==> config.mk <==
export PLATFORM = sky130hd
export DESIGN_NAME = tbs_ctrl
export DESIGN_NICKNAME = d
export VERILOG_FILES = /design/src/sv/tbs_pkg.sv /design/src/sv/tbs_ctrl.sv
export SDC_FILE = /design/constraint.sdc
export NUM_CORES = 1
export LEC_CHECK = 0
export BUFFER_PORTS_ARGS = -buffer_cell sky130_fd_sc_hd__buf_2
export CAP_MARGIN = 20
export CORE_AREA = 2 2 39 41
export CTS_CLUSTER_SIZE = 30
export DETAILED_ROUTE_END_ITERATION = 6
export DIE_AREA = 0 0 41 43
export PLACE_DENSITY = 0.69
export REMOVE_ABC_BUFFERS = 1
export SYNTH_ARGS = -nofsm -noshare
export SYNTH_HDL_FRONTEND = slang
export SYNTH_SLANG_ARGS = --single-unit
export TNS_END_PERCENT = 30
==> constraint.sdc <==
create_clock -name clk -period 1.6 [get_ports clk]
set_input_delay 0.08 -clock clk [delete_from_list [all_inputs] [get_ports clk]]
set_output_delay 0.08 -clock clk [all_outputs]
set_load 0.02 [all_outputs]
==> src/sv/tbs_pkg.sv <==
// ----------------------------------------------------------------------------
// tbs_pkg - timestamp burst segmenter shared definitions
// Widths, register indexes, reset values, FSM states and the command/status
// structs between controller and datapath.
// ----------------------------------------------------------------------------
package tbs_pkg;

  localparam int unsigned STAMP_W        = 64;
  localparam int unsigned MAX_STAMPS_DEF = 64;
  localparam int unsigned MAX_RESULTS    = 32;
  localparam int unsigned RES_CNT_W      = $clog2(MAX_RESULTS + 1);

  // configuration register indexes
  localparam int unsigned CFG_IDX_W = 2;
  localparam logic [CFG_IDX_W-1:0] REG_MIN_GAP = 2'd0;
  localparam logic [CFG_IDX_W-1:0] REG_MIN_DUR = 2'd1;
  localparam logic [CFG_IDX_W-1:0] REG_MAX_DUR = 2'd2;

  localparam logic [STAMP_W-1:0] MIN_GAP_RST = 64'd50000000;
  localparam logic [STAMP_W-1:0] MIN_DUR_RST = 64'd200000000;
  localparam logic [STAMP_W-1:0] MAX_DUR_RST = 64'd3000000000;

  typedef enum logic [3:0] {
    ST_IDLE,
    ST_INS_RD,
    ST_INS_CMP,
    ST_SCAN_START,
    ST_SCAN_FIRST,
    ST_GAP,
    ST_CLOSE,
    ST_QUAL,
    ST_FLUSH
  } tbs_state_t;

  typedef struct packed {
    logic accept;      // latch input item
    logic ins_read;    // read entry below insert position
    logic ins_shift;   // move read entry up one slot
    logic ins_place;   // write new stamp at insert position
    logic scan_init;   // clear result state, read entry 0
    logic scan_first;  // load first stamp, read entry 1
    logic gap_eval;    // register gap compares
    logic close_eval;  // pick closing stamp, register duration
    logic seg_take;    // qualify segment, reopen at current stamp
    logic advance;     // step to next entry
    logic flush;       // emit final result, clear list
  } tbs_cmd_t;

  typedef struct packed {
    logic full;
    logic few;
    logic pos_zero;
    logic rd_gt;
    logic last_pend;
    logic seg_close;
    logic is_final;
    logic qual;
    logic pend_valid;
    logic cnt_limit;
    logic out_free;
  } tbs_stat_t;

endpackage

==> src/sv/tbs_ctrl.sv <==
// ----------------------------------------------------------------------------
// tbs_ctrl - sequencer of the timestamp burst segmenter
// Walks the insertion sort and the segment scan, issuing datapath commands.
// ----------------------------------------------------------------------------
module tbs_ctrl (
  input  logic              clk,
  input  logic              rst,
  input  logic              in_valid,
  input  logic              in_has_value,
  input  logic              in_last_item,
  output logic              in_ready,
  input  tbs_pkg::tbs_stat_t stat,
  output tbs_pkg::tbs_cmd_t  cmd
);
  import tbs_pkg::*;

  tbs_state_t state;
  tbs_state_t state_next;

  always_ff @(posedge clk) begin
    if (rst) begin
      state <= ST_IDLE;
    end else begin
      state <= state_next;
    end
  end

  always_comb begin
    state_next = state;
    cmd        = '0;
    in_ready   = 1'b0;
    case (state)
      ST_IDLE: begin
        in_ready = 1'b1;
        if (in_valid) begin
          cmd.accept = 1'b1;
          if (in_has_value && !stat.full) begin
            state_next = ST_INS_RD;
          end else if (in_last_item) begin
            state_next = ST_SCAN_START;
          end
        end
      end
      ST_INS_RD: begin
        if (stat.pos_zero) begin
          cmd.ins_place = 1'b1;
          state_next    = stat.last_pend ? ST_SCAN_START : ST_IDLE;
        end else begin
          cmd.ins_read = 1'b1;
          state_next   = ST_INS_CMP;
        end
      end
      ST_INS_CMP: begin
        if (stat.rd_gt) begin
          cmd.ins_shift = 1'b1;
          state_next    = ST_INS_RD;
        end else begin
          cmd.ins_place = 1'b1;
          state_next    = stat.last_pend ? ST_SCAN_START : ST_IDLE;
        end
      end
      ST_SCAN_START: begin
        cmd.scan_init = 1'b1;
        state_next    = stat.few ? ST_FLUSH : ST_SCAN_FIRST;
      end
      ST_SCAN_FIRST: begin
        cmd.scan_first = 1'b1;
        state_next     = ST_GAP;
      end
      ST_GAP: begin
        cmd.gap_eval = 1'b1;
        state_next   = ST_CLOSE;
      end
      ST_CLOSE: begin
        if (stat.seg_close) begin
          cmd.close_eval = 1'b1;
          state_next     = ST_QUAL;
        end else begin
          cmd.advance = 1'b1;
          state_next  = ST_GAP;
        end
      end
      ST_QUAL: begin
        // a qualifying segment pushes the held one out; wait for room
        if (!(stat.qual && stat.pend_valid && !stat.out_free)) begin
          cmd.seg_take = 1'b1;
          if (stat.is_final || (stat.qual && stat.cnt_limit)) begin
            state_next = ST_FLUSH;
          end else begin
            cmd.advance = 1'b1;
            state_next  = ST_GAP;
          end
        end
      end
      ST_FLUSH: begin
        if (stat.out_free) begin
          cmd.flush  = 1'b1;
          state_next = ST_IDLE;
        end
      end
      default: begin
        state_next = ST_IDLE;
      end
    endcase
  end

endmodule

Yosys cells after proc, flatten, opt, wreduce, memory -nomap -nowiden
Cells that the tools add are included.

Register bits: 4. Bits in latches: 0. Bits in writable memories: 0. Bits in read-only memories: 0. Output and inout port bits: 12. Logic and storage cells: 56. Memories: 0.

Add/subtract/negate cells: 0. $mul: 0. Div/mod/pow operators: 0. Order comparisons: 0. Equality and inequality tests: 12. Shift-type cells: 0. Muxes and demuxes: 34. Bitwise logic cells: 0. Reductions and logical operators: 9.

Operators by type and width (number): $pmux W4 S9 (1); $mux W4 (7); $mux W1 (19); $eq A4 B3 Y1 const B (4); $mux W2 (5); $eq A4 B2 Y1 const B (2); $ne A2 B2 Y1 const B (3); $eq A4 B1 Y1 const B (1); $eq A4 B4 Y1 const B (1); $logic_and A1 B1 Y1 (4); $logic_not A4 Y1 (1); $pmux W1 S2 (2); $reduce_and A4 Y1 (1); $ne A3 B3 Y1 const B (1); $logic_not A1 Y1 (2); $logic_or A1 B1 Y1 (1).

Logic depth before layout (Yosys ltp)
Gate-level depths: netlist (run 1).

Word-level depth: 5. Gate-level depth with buffers: 5.

Worst setup path before layout (run 1)
OpenSTA, ideal clock, no wires.

Kind: register to register. From: register state[2]. To: register state[3]. Arrival: 1.303 ns. Slack: 0.167 ns. Cell stages (with the launch flop): 6. Path through: dfxtp_1 buf_6 nor4_4 o21ai_2 o2111ai_2 o32ai_1.

Word-level cells in the longest chain between the ends: 3. Elaborated cells between the ends (all ways): 15. Classes of those cells: eq/ne (12); mux (1); reduce/logical (2).

RTL lines: start: declaration (line tbs_ctrl.sv:17) `tbs_state_t state;`; start signal: assignment (line tbs_ctrl.sv:24) `state <= state_next;`; $eq A4 B3 Y1, or another cell as far along (line tbs_ctrl.sv:32) `case (state)`; $ne A2 B2 Y1 (no source line) / $ne A3 B3 Y1 (equally long branches); $reduce_and A4 Y1 (no source line).

Several ways; a longest one is shown, not always the timed one. A chain may end at the register's enable or synchronous reset.

==> results_dict.tcl, run 1 <==
set metrics [dict create \
    grt_overflow 0 \
    worstPathCellList "nand2_1 -> nor4b_2 -> buf_2" \
    cp_max_fo 13 \
    critPathBufInv 1 \
    min_path_cells 2 \
    clock_sinks 4 \
    largest_reg_flops 4 \
    area_growth_pct 39.6 \
    cts_setup_buffers 0 \
    timing.hold.worst.start "stat[0]" \
    synthesis.area_um2 487 \
    ctsRootBufferMaster "clkbuf_4" \
    die_h_um 43 \
    rr_endpoint "state[2]" \
    status "finished clean" \
    finalClockSkew_ns 0.00159 \
    routed_wl_um 1470 \
    top_regs "state: 4 flops" \
    core_area_um2 1380 \
    drive_gt1_share_pct 44.8 \
    die_x_um 41 \
    worstHoldPathType "input port to flip-flop" \
    route.detailed.drc 0 \
    whs_endpoint "state[3]" \
    port_buffers 27 \
    grt_max_degree 14 \
    drt_pass1_iterations 4 \
    ys_seq_area_share_pct 16.5 \
    ir_worst_vdd_v 0.000284 \
    regMostFlops "state" \
    holdBufCountCts 0 \
    grt_pass1_vias 571 \
    power_density_nw_per_um2 695 \
    cts_tree "done" \
    worstPathRequired_ns 1.52 \
    slew_violations 0 \
    fin_util_pct 49.1 \
    placed_cells 109 \
    finalCritPeriodShare_pct 97.8 \
    n_antenna_cell 0 \
    final_cells 112 \
    synth_cell_types 32 \
    grt_usage_pct 18.7 \
    drtIter0Drc 12 \
    antenna_found_initial 0 \
    hold_viol 0 \
    drv_cap 0 \
    rows 14 \
    dp_hpwl_um 1170 \
    avgSynthCellArea_um2 7.26 \
    cts.path.max_buffers 2 \
    wire_per_inst_um 13.1 \
    vias 629 \
    total_power_mw 0.472 \
    post-route-min-period_ns 1.56 \
    vias_per_cell 5.62 \
    ys_warn_count 0 \
    cpPeakStageDelay_ns 0.49 \
    worst_pin_slew_ns 0.447 \
    path_delay_family "simple AND/OR/NAND/NOR gates" \
    worst_hold_slack_ns 0.0785 \
    crit_path_start_kind "flip-flop" \
    rrSetupSlack_ns 0.24 \
    cts_made_buffers 3 \
    crit_slowest_cell "dfxtp_2" \
    fmax_mhz 639 \
    rsz0062_at_grt "no" \
    slew_headroom_pct 70.1 \
    grt_pass1_wl_um 2250 \
    timing.rr.start "state[3]" \
    die_area_um2 1760 \
    start_util_pct 35.2 \
    synth-seq-cells 4 \
    setup_viol 0 \
    cp.arrival_ns 1.48 \
    p_leak_nw 0.312 \
    syn_inst 67 \
    io_pins 28 \
    place.gp.congestion 0.858 \
    ant_nets 0 \
    num-nets-final 114 \
    clkTransAtPathRegs_ns 0.04 \
    reg2regPathDepth 4 \
    clk_latency_ns 0.25 \
    h-tree-depth 1 \
    path_class "flip-flop to output pin" \
    crit_path_end_kind "output pin" \
]
[cell families (layout without fill, tap and decap cells)]
family | count (synthesis) | after routing | share of synthesized area [%]
AND/OR/NAND/NOR | 39 | 39 | 50.6
AO/OA/AOI/OAI | 16 | 16 | 23.7
buffers and inverters | 8 | 37 | 9.25
flip-flops | 4 | 4 | 16.5
[where the power goes]
part,internal [mW],switching [mW],leakage [nW]
clock,0.0846,0.0527,0.0138
combinational,0.0903,0.105,0.264
sequential,0.110,0.0291,0.0338
total,0.285,0.187,0.312
[area by class of cell]
class | instances | area [µm²]
Clock buffer | 3 | 22.5
Fill cell | 134 | 704
Inverter | 3 | 11.3
Multi-Input combinational cell | 55 | 377
Sequential cell | 4 | 83.8
Tap cell | 16 | 20.0
Timing Repair Buffer | 31 | 165
[metal layers]
metal | GRT usage (%) | share of wire [%]
met1 | 20.8 | 42
met2 | 31.9 | 50
met3 | 1.57 | 5.9
met4 | 10.7 | 1.6
met5 | 0 | 0
[repair_timing]
| action | in CTS | in global routing |
|---|---|---|
| resized for setup | 2 | 3 |
| endpoints found under the hold margin | 0 | 0 |
| cloned | 0 | 0 |
| endpoints found under the setup margin | 2 | 3 |
[metrics by stage]
step                      area, µm²  setup TNS (ns)  setup WS, ns
after floorplan                 453         -0.0941       -0.0941
after global placement          638               0         0.197
after detailed placement        638               0         0.157
after CTS                       668               0        0.0163
after global routing            679               0      0.000980
final                           679               0        0.0359
[cell usage in the layout (no fill, tap or decap), types with 2 or more instances in the layout]
cell | Yosys | layout
a21oi_1 | 2 | 2
a31oi_1 | 3 | 3
and3_1 | 2 | 2
buf_2 | 3 | 27
buf_4 | 1 | 4
clkbuf_4 | 0 | 3
dfxtp_2 | 0 | 3
inv_1 | 3 | 3
nand2_1 | 4 | 4
nand2b_1 | 2 | 2
nor2_1 | 8 | 8
nor2b_1 | 5 | 5
nor3_1 | 5 | 5
nor3b_1 | 2 | 2
nor4_1 | 2 | 2
o21ai_0 | 3 | 3
o22ai_1 | 2 | 2
[cells in the mapped netlist]
master	count	area, µm²
a211o_1	1	8.76
a21oi_1	2	10.0
a311oi_1	1	8.76
a31oi_1	3	18.8
and2_1	1	6.26
and3_1	2	12.5
and3b_1	1	8.76
and4_1	1	8.76
buf_2	3	15.0
buf_4	1	7.51
buf_6	1	11.3
dfxtp_1	4	80.1
inv_1	3	11.3
nand2_1	4	15.0
nand2b_1	2	12.5
nand3b_1	1	7.51
nand4_1	1	6.26
nor2_1	8	30.0
nor2b_1	5	31.3
nor3_1	5	25.0
nor3_2	1	10.0
nor3b_1	2	15.0
nor4_1	2	12.5
nor4_4	1	21.3
nor4b_1	1	8.76
nor4b_2	1	15.0
o2111ai_2	1	15.0
o21ai_0	3	15.0
o21ai_2	1	8.76
o22ai_1	2	12.5
o31a_1	1	8.76
o32ai_1	1	8.76
[how the worst max path moves through the flow]
stage	start	end	slack, ns	cells past startpoint
final	state[1]	cmd[3]	0.04	3
after global routing	state[1]	cmd[3]	0.001	3
after CTS	state[2]	cmd[3]	0.02	3
after detailed placement	state[1]	state[1]	0.16	4
after global placement	state[2]	cmd[9]	0.20	4
after floorplan	state[2]	state[1]	-0.09	4
No activity file was read; power rests on OpenSTA's default activity.
==> run 2: changes to the inputs <==
==> constraint.sdc (replaced) <==
create_clock -name clk -period 2 [get_ports clk]
set_input_delay 0.1 -clock clk [delete_from_list [all_inputs] [get_ports clk]]
set_output_delay 0.1 -clock clk [all_outputs]
set_load 0.02 [all_outputs]
==> results_dict.tcl, run 2 (synthesis gave the netlist of run 1 again) <==
set metrics [dict create \
    io_pins 28 \
    final_cells 108 \
    p_leak_nw 0.284 \
    finalClockSkew_ns 0.0000761 \
    die_x_um 41 \
    cts.path.max_buffers 2 \
    post_cts_resized 0 \
    dp_hpwl_um 961 \
    placed_cells 105 \
    routed_wl_um 1300 \
    clkTransAtPathRegs_ns 0.04 \
    h-tree-depth 1 \
    die_area_um2 1760 \
    grt_pass1_vias 495 \
    cp.arrival_ns 1.75 \
    port_buffers 27 \
    worstPathRequired_ns 1.90 \
    ant_nets 0 \
    path_class "flip-flop to output pin" \
    final_common_cell "buf_2" \
    grt_pass1_wl_um 2090 \
    slew_headroom_pct 57.4 \
    clk_latency_ns 0.23 \
    fill_cells 153 \
    layout_common_cells "buf_2, nor2_1, nor3_1, nor2b_1" \
    cp_max_fo 18 \
    p_switching_mw 0.130 \
    ir_worst_vdd_v 0.000279 \
    vias 606 \
    top_regs "state: 4 flops" \
    antenna_found_initial 0 \
    status "finished clean" \
    rsz0062_at_grt "no" \
    setup_viol 0 \
    fmax_mhz 539 \
    p_int_mw 0.218 \
    place.gp.congestion 0.883 \
    die_h_um 43 \
    power_density_nw_per_um2 552 \
    grt_overflow 0 \
    area_growth_pct 29.6 \
    power_frac_comb_pct 39.5 \
    fin_area_um2 631 \
    wire_per_inst_um 12.0 \
    netSwitchingFraction_pct 37.4 \
    num-nets-final 110 \
    cts_made_buffers 3 \
    post-route-min-period_ns 1.85 \
    drv_cap 0 \
    drive_gt1_share_pct 38.0 \
    drt_pass1_iterations 4 \
    rows 14 \
    finalCritPeriodShare_pct 92.7 \
    grt_max_degree 19 \
    drtIter0Drc 21 \
    dpl_cell_area_um2 608 \
    pwr-share-seq_pct 32.8 \
    vias_per_cell 5.61 \
    slew_violations 0 \
    start_util_pct 35.2 \
    crit_path_start_kind "flip-flop" \
    hold_viol 0 \
    largest_reg_flops 4 \
    core_area_um2 1380 \
    fin_tns_setup_ns 0 \
    worstHoldPathType "input port to flip-flop" \
    grt_usage_pct 17.0 \
    crit_path_end_kind "output pin" \
    route.detailed.drc 0 \
    worst_pin_slew_ns 0.639 \
    clockPowerShare_pct 27.7 \
    ctsRootBufferMaster "clkbuf_4" \
    n_antenna_cell 0 \
    cts_tree "done" \
    cts_setup_buffers 0 \
    regMostFlops "state" \
    holdBufCountCts 0 \
    clock_sinks 4 \
]
[run 2: changes by cell type in the layout (fill, tap and decap cells not counted), sizes merged]
cell	delta
buf	-4
[run 2: power by group through the flow]
stage	Sequential, mW	Clock, mW	Combinational (mW)
after floorplan	0.108	0	0.0946
after global placement	0.114	0	0.136
after detailed placement	0.115	0	0.137
after CTS	0.113	0.0983	0.138
after global routing	0.117	0.109	0.152
final	0.114	0.0964	0.137
[run 2: path summary, 6_finish.rpt]
check	endpoint	start	slack (ns)	cells after the start
setup reg to reg	state[1]	state[2]	0.37	4
hold / removal	state[3]	stat[0]	0.12	2
hold reg to reg	state[3]	state[3]	0.71	2
setup / recovery	cmd[3]	state[2]	0.15	3
[run 2: final cells by class]
cell class / instances / area [µm²] / share of cell area, %
multi-input combinational: 55 / 362 / 57.3
timing repair buffer: 27 / 135 / 21.4
sequential: 4 / 80.1 / 12.7
clock buffer: 3 / 22.5 / 3.57
tap: 16 / 20.0 / 3.17
inverter: 3 / 11.3 / 1.79
[run 2: metrics by stage]
| stage | setup WS (ns) | util [%] | hold slack [ns] | total power [mW] |
|---|---|---|---|---|
| floorplan | 0.306 | - | 0.214 | 0.203 |
| detailed placement | 0.376 | 43.9 | 0.357 | 0.252 |
| global placement | 0.449 | 43.9 | 0.345 | 0.250 |
| finish | 0.146 | 45.6 | 0.125 | 0.348 |
| global route | 0.0136 | 45.6 | 0.138 | 0.379 |
| CTS | 0.145 | 45.6 | 0.122 | 0.349 |
[run 2: routing by layer]
metal	vias to the layer above	routed length, µm	global-route usage (%)
li1	301	-	-
met1	277	563	24.8
met2	28	633	23.1
met3	0	100	3.14
met4	0	0	8.00
met5	-	0	0
[run 2: critical path: stages, from the launching register on]
cell and delay (ns):
dfxtp_1 0.72, nand2_1 0.26, nor4b_2 0.33, buf_2 0.21
==> run 3: changes to the inputs <==
--- a/config.mk
+++ b/config.mk
@@ -7,10 +7,10 @@
 export LEC_CHECK = 0
 export BUFFER_PORTS_ARGS = -buffer_cell sky130_fd_sc_hd__buf_2
 export CAP_MARGIN = 20
-export CORE_AREA = 2 2 39 41
+export CORE_AREA = 3 3 40 42
 export CTS_CLUSTER_SIZE = 30
 export DETAILED_ROUTE_END_ITERATION = 6
-export DIE_AREA = 0 0 41 43
+export DIE_AREA = 0 0 43 45
 export PLACE_DENSITY = 0.69
 export REMOVE_ABC_BUFFERS = 1
 export SYNTH_ARGS = -nofsm -noshare
==> results_dict.tcl, run 3 (synthesis gave the netlist of run 1 again) <==
set metrics [dict create \
    worstPathCellList "nand2_1 -> nor4b_2 -> buf_2" \
    placed_cells 105 \
    routed_wl_um 1300 \
    holdBufCountCts 0 \
    die_area_um2 1940 \
    drt_pass1_iterations 4 \
    crit_slowest_cell "dfxtp_1" \
    cp_max_fo 18 \
    post-route-min-period_ns 1.82 \
    slew_violations 0 \
    route.detailed.drc 0 \
    num-nets-final 111 \
    grt_pass1_vias 543 \
    post_cts_resized 0 \
    vias 607 \
    finalCritPeriodShare_pct 90.9 \
    drive_gt1_share_pct 38.7 \
    die_x_um 43 \
    clkTransAtPathRegs_ns 0.03 \
    worstPathRequired_ns 1.90 \
    p_int_mw 0.221 \
    grt_max_degree 19 \
    cts_tree "done" \
    fmax_mhz 550 \
    rsz0062_at_grt "no" \
    clk_latency_ns 0.22 \
    hold_viol 0 \
    worstHoldPathType "input port to flip-flop" \
    clockPowerShare_pct 26.6 \
    cts.path.max_buffers 2 \
    rows 13 \
    top_regs "state: 4 flops" \
    crit_path_start_kind "flip-flop" \
    wire_per_inst_um 12.1 \
    finalClockSkew_ns 0.000399 \
    ir_worst_vdd_v 0.000211 \
    antenna_found_initial 0 \
    port_buffers 27 \
    dp_hpwl_um 1070 \
    p_switching_mw 0.127 \
    cp.arrival_ns 1.72 \
    cts_setup_buffers 0 \
    p_leak_nw 0.289 \
    drtIter0Drc 15 \
    die_h_um 45 \
    path_class "flip-flop to output pin" \
    io_pins 28 \
    crit_path_end_kind "output pin" \
    ctsRootBufferMaster "clkbuf_4" \
    fin_util_pct 49.6 \
    pwr-share-seq_pct 31.6 \
    n_antenna_cell 0 \
    grt_usage_pct 14.5 \
    clock_sinks 4 \
    place.gp.congestion 0.876 \
    grt_pass1_wl_um 2190 \
    cts_made_buffers 3 \
    vias_per_cell 5.62 \
    largest_reg_flops 4 \
    cpPeakStageDelay_ns 0.70 \
    regMostFlops "state" \
    core_area_um2 1280 \
    netSwitchingFraction_pct 36.6 \
    drv_cap 0 \
    fin_tns_setup_ns 0 \
    worst_hold_slack_ns 0.124 \
    h-tree-depth 1 \
    final_common_cell "buf_2" \
    area_growth_pct 30.8 \
    start_util_pct 37.9 \
    power_frac_comb_pct 41.8 \
    worst_pin_slew_ns 0.608 \
    setup_viol 0 \
    status "finished clean" \
    final_cells 108 \
    layout_common_cells "buf_2, nor2_1, nor3_1, nor2b_1" \
    power_density_nw_per_um2 547 \
    ant_nets 0 \
    grt_overflow 0 \
    slew_headroom_pct 59.4 \
]
==> run 3: power groups by stage <==
stage / Clock, mW / Combinational (mW) / Sequential [mW]
floorplan: 0 / 0.0946 / 0.108
global placement: 0 / 0.145 / 0.110
detailed placement: 0 / 0.147 / 0.111
CTS: 0.0953 / 0.148 / 0.110
global route: 0.0989 / 0.160 / 0.112
finish: 0.0927 / 0.146 / 0.110
==> run 3: metrics by stage <==
stage | cell area, µm² | power (mW) | setup WS, ns
floorplan | 453 | 0.203 | 0.306
global placement | 614 | 0.256 | 0.474
detailed placement | 614 | 0.258 | 0.414
CTS | 637 | 0.353 | 0.185
global route | 637 | 0.370 | 0.0110
finish | 637 | 0.349 | 0.182
==> run 3: cell type report <==
type / count / area [µm²]
clock buffers: 3 / 22.5
fillers: 132 / 648
inverters: 3 / 11.3
multi-input cells: 55 / 362
flip-flops and latches: 4 / 80.1
well taps: 15 / 18.8
repair buffers: 28 / 143
==> run 3: routing by layer <==
layer / track usage [%] / share of wire, % / vias to the layer above
met5: 0 / 0 / -
met4: 3.61 / 0 / 0
met3: 3.19 / 5.8 / 0
met2: 26.9 / 52 / 21
met1: 16.8 / 42 / 281
li1: - / - / 305
==> run 3: worst paths after layout <==
kind                            slack [ns]  cells after the start        to  startpoint
worst max-delay path                  0.18                      3    cmd[3]    state[2]
worst min-delay path                  0.12                      2  state[3]     stat[0]
worst max register to register        0.41                      4  state[1]    state[2]
worst min register to register        0.71                      2  state[3]    state[3]
==> run 3: critical path, delay by kind of cell, from the launching register on <==
family | cells | cell delay (ns)
buffers and inverters | 1 | 0.21
flip-flops | 1 | 0.70
AND/OR/NAND/NOR | 2 | 0.58
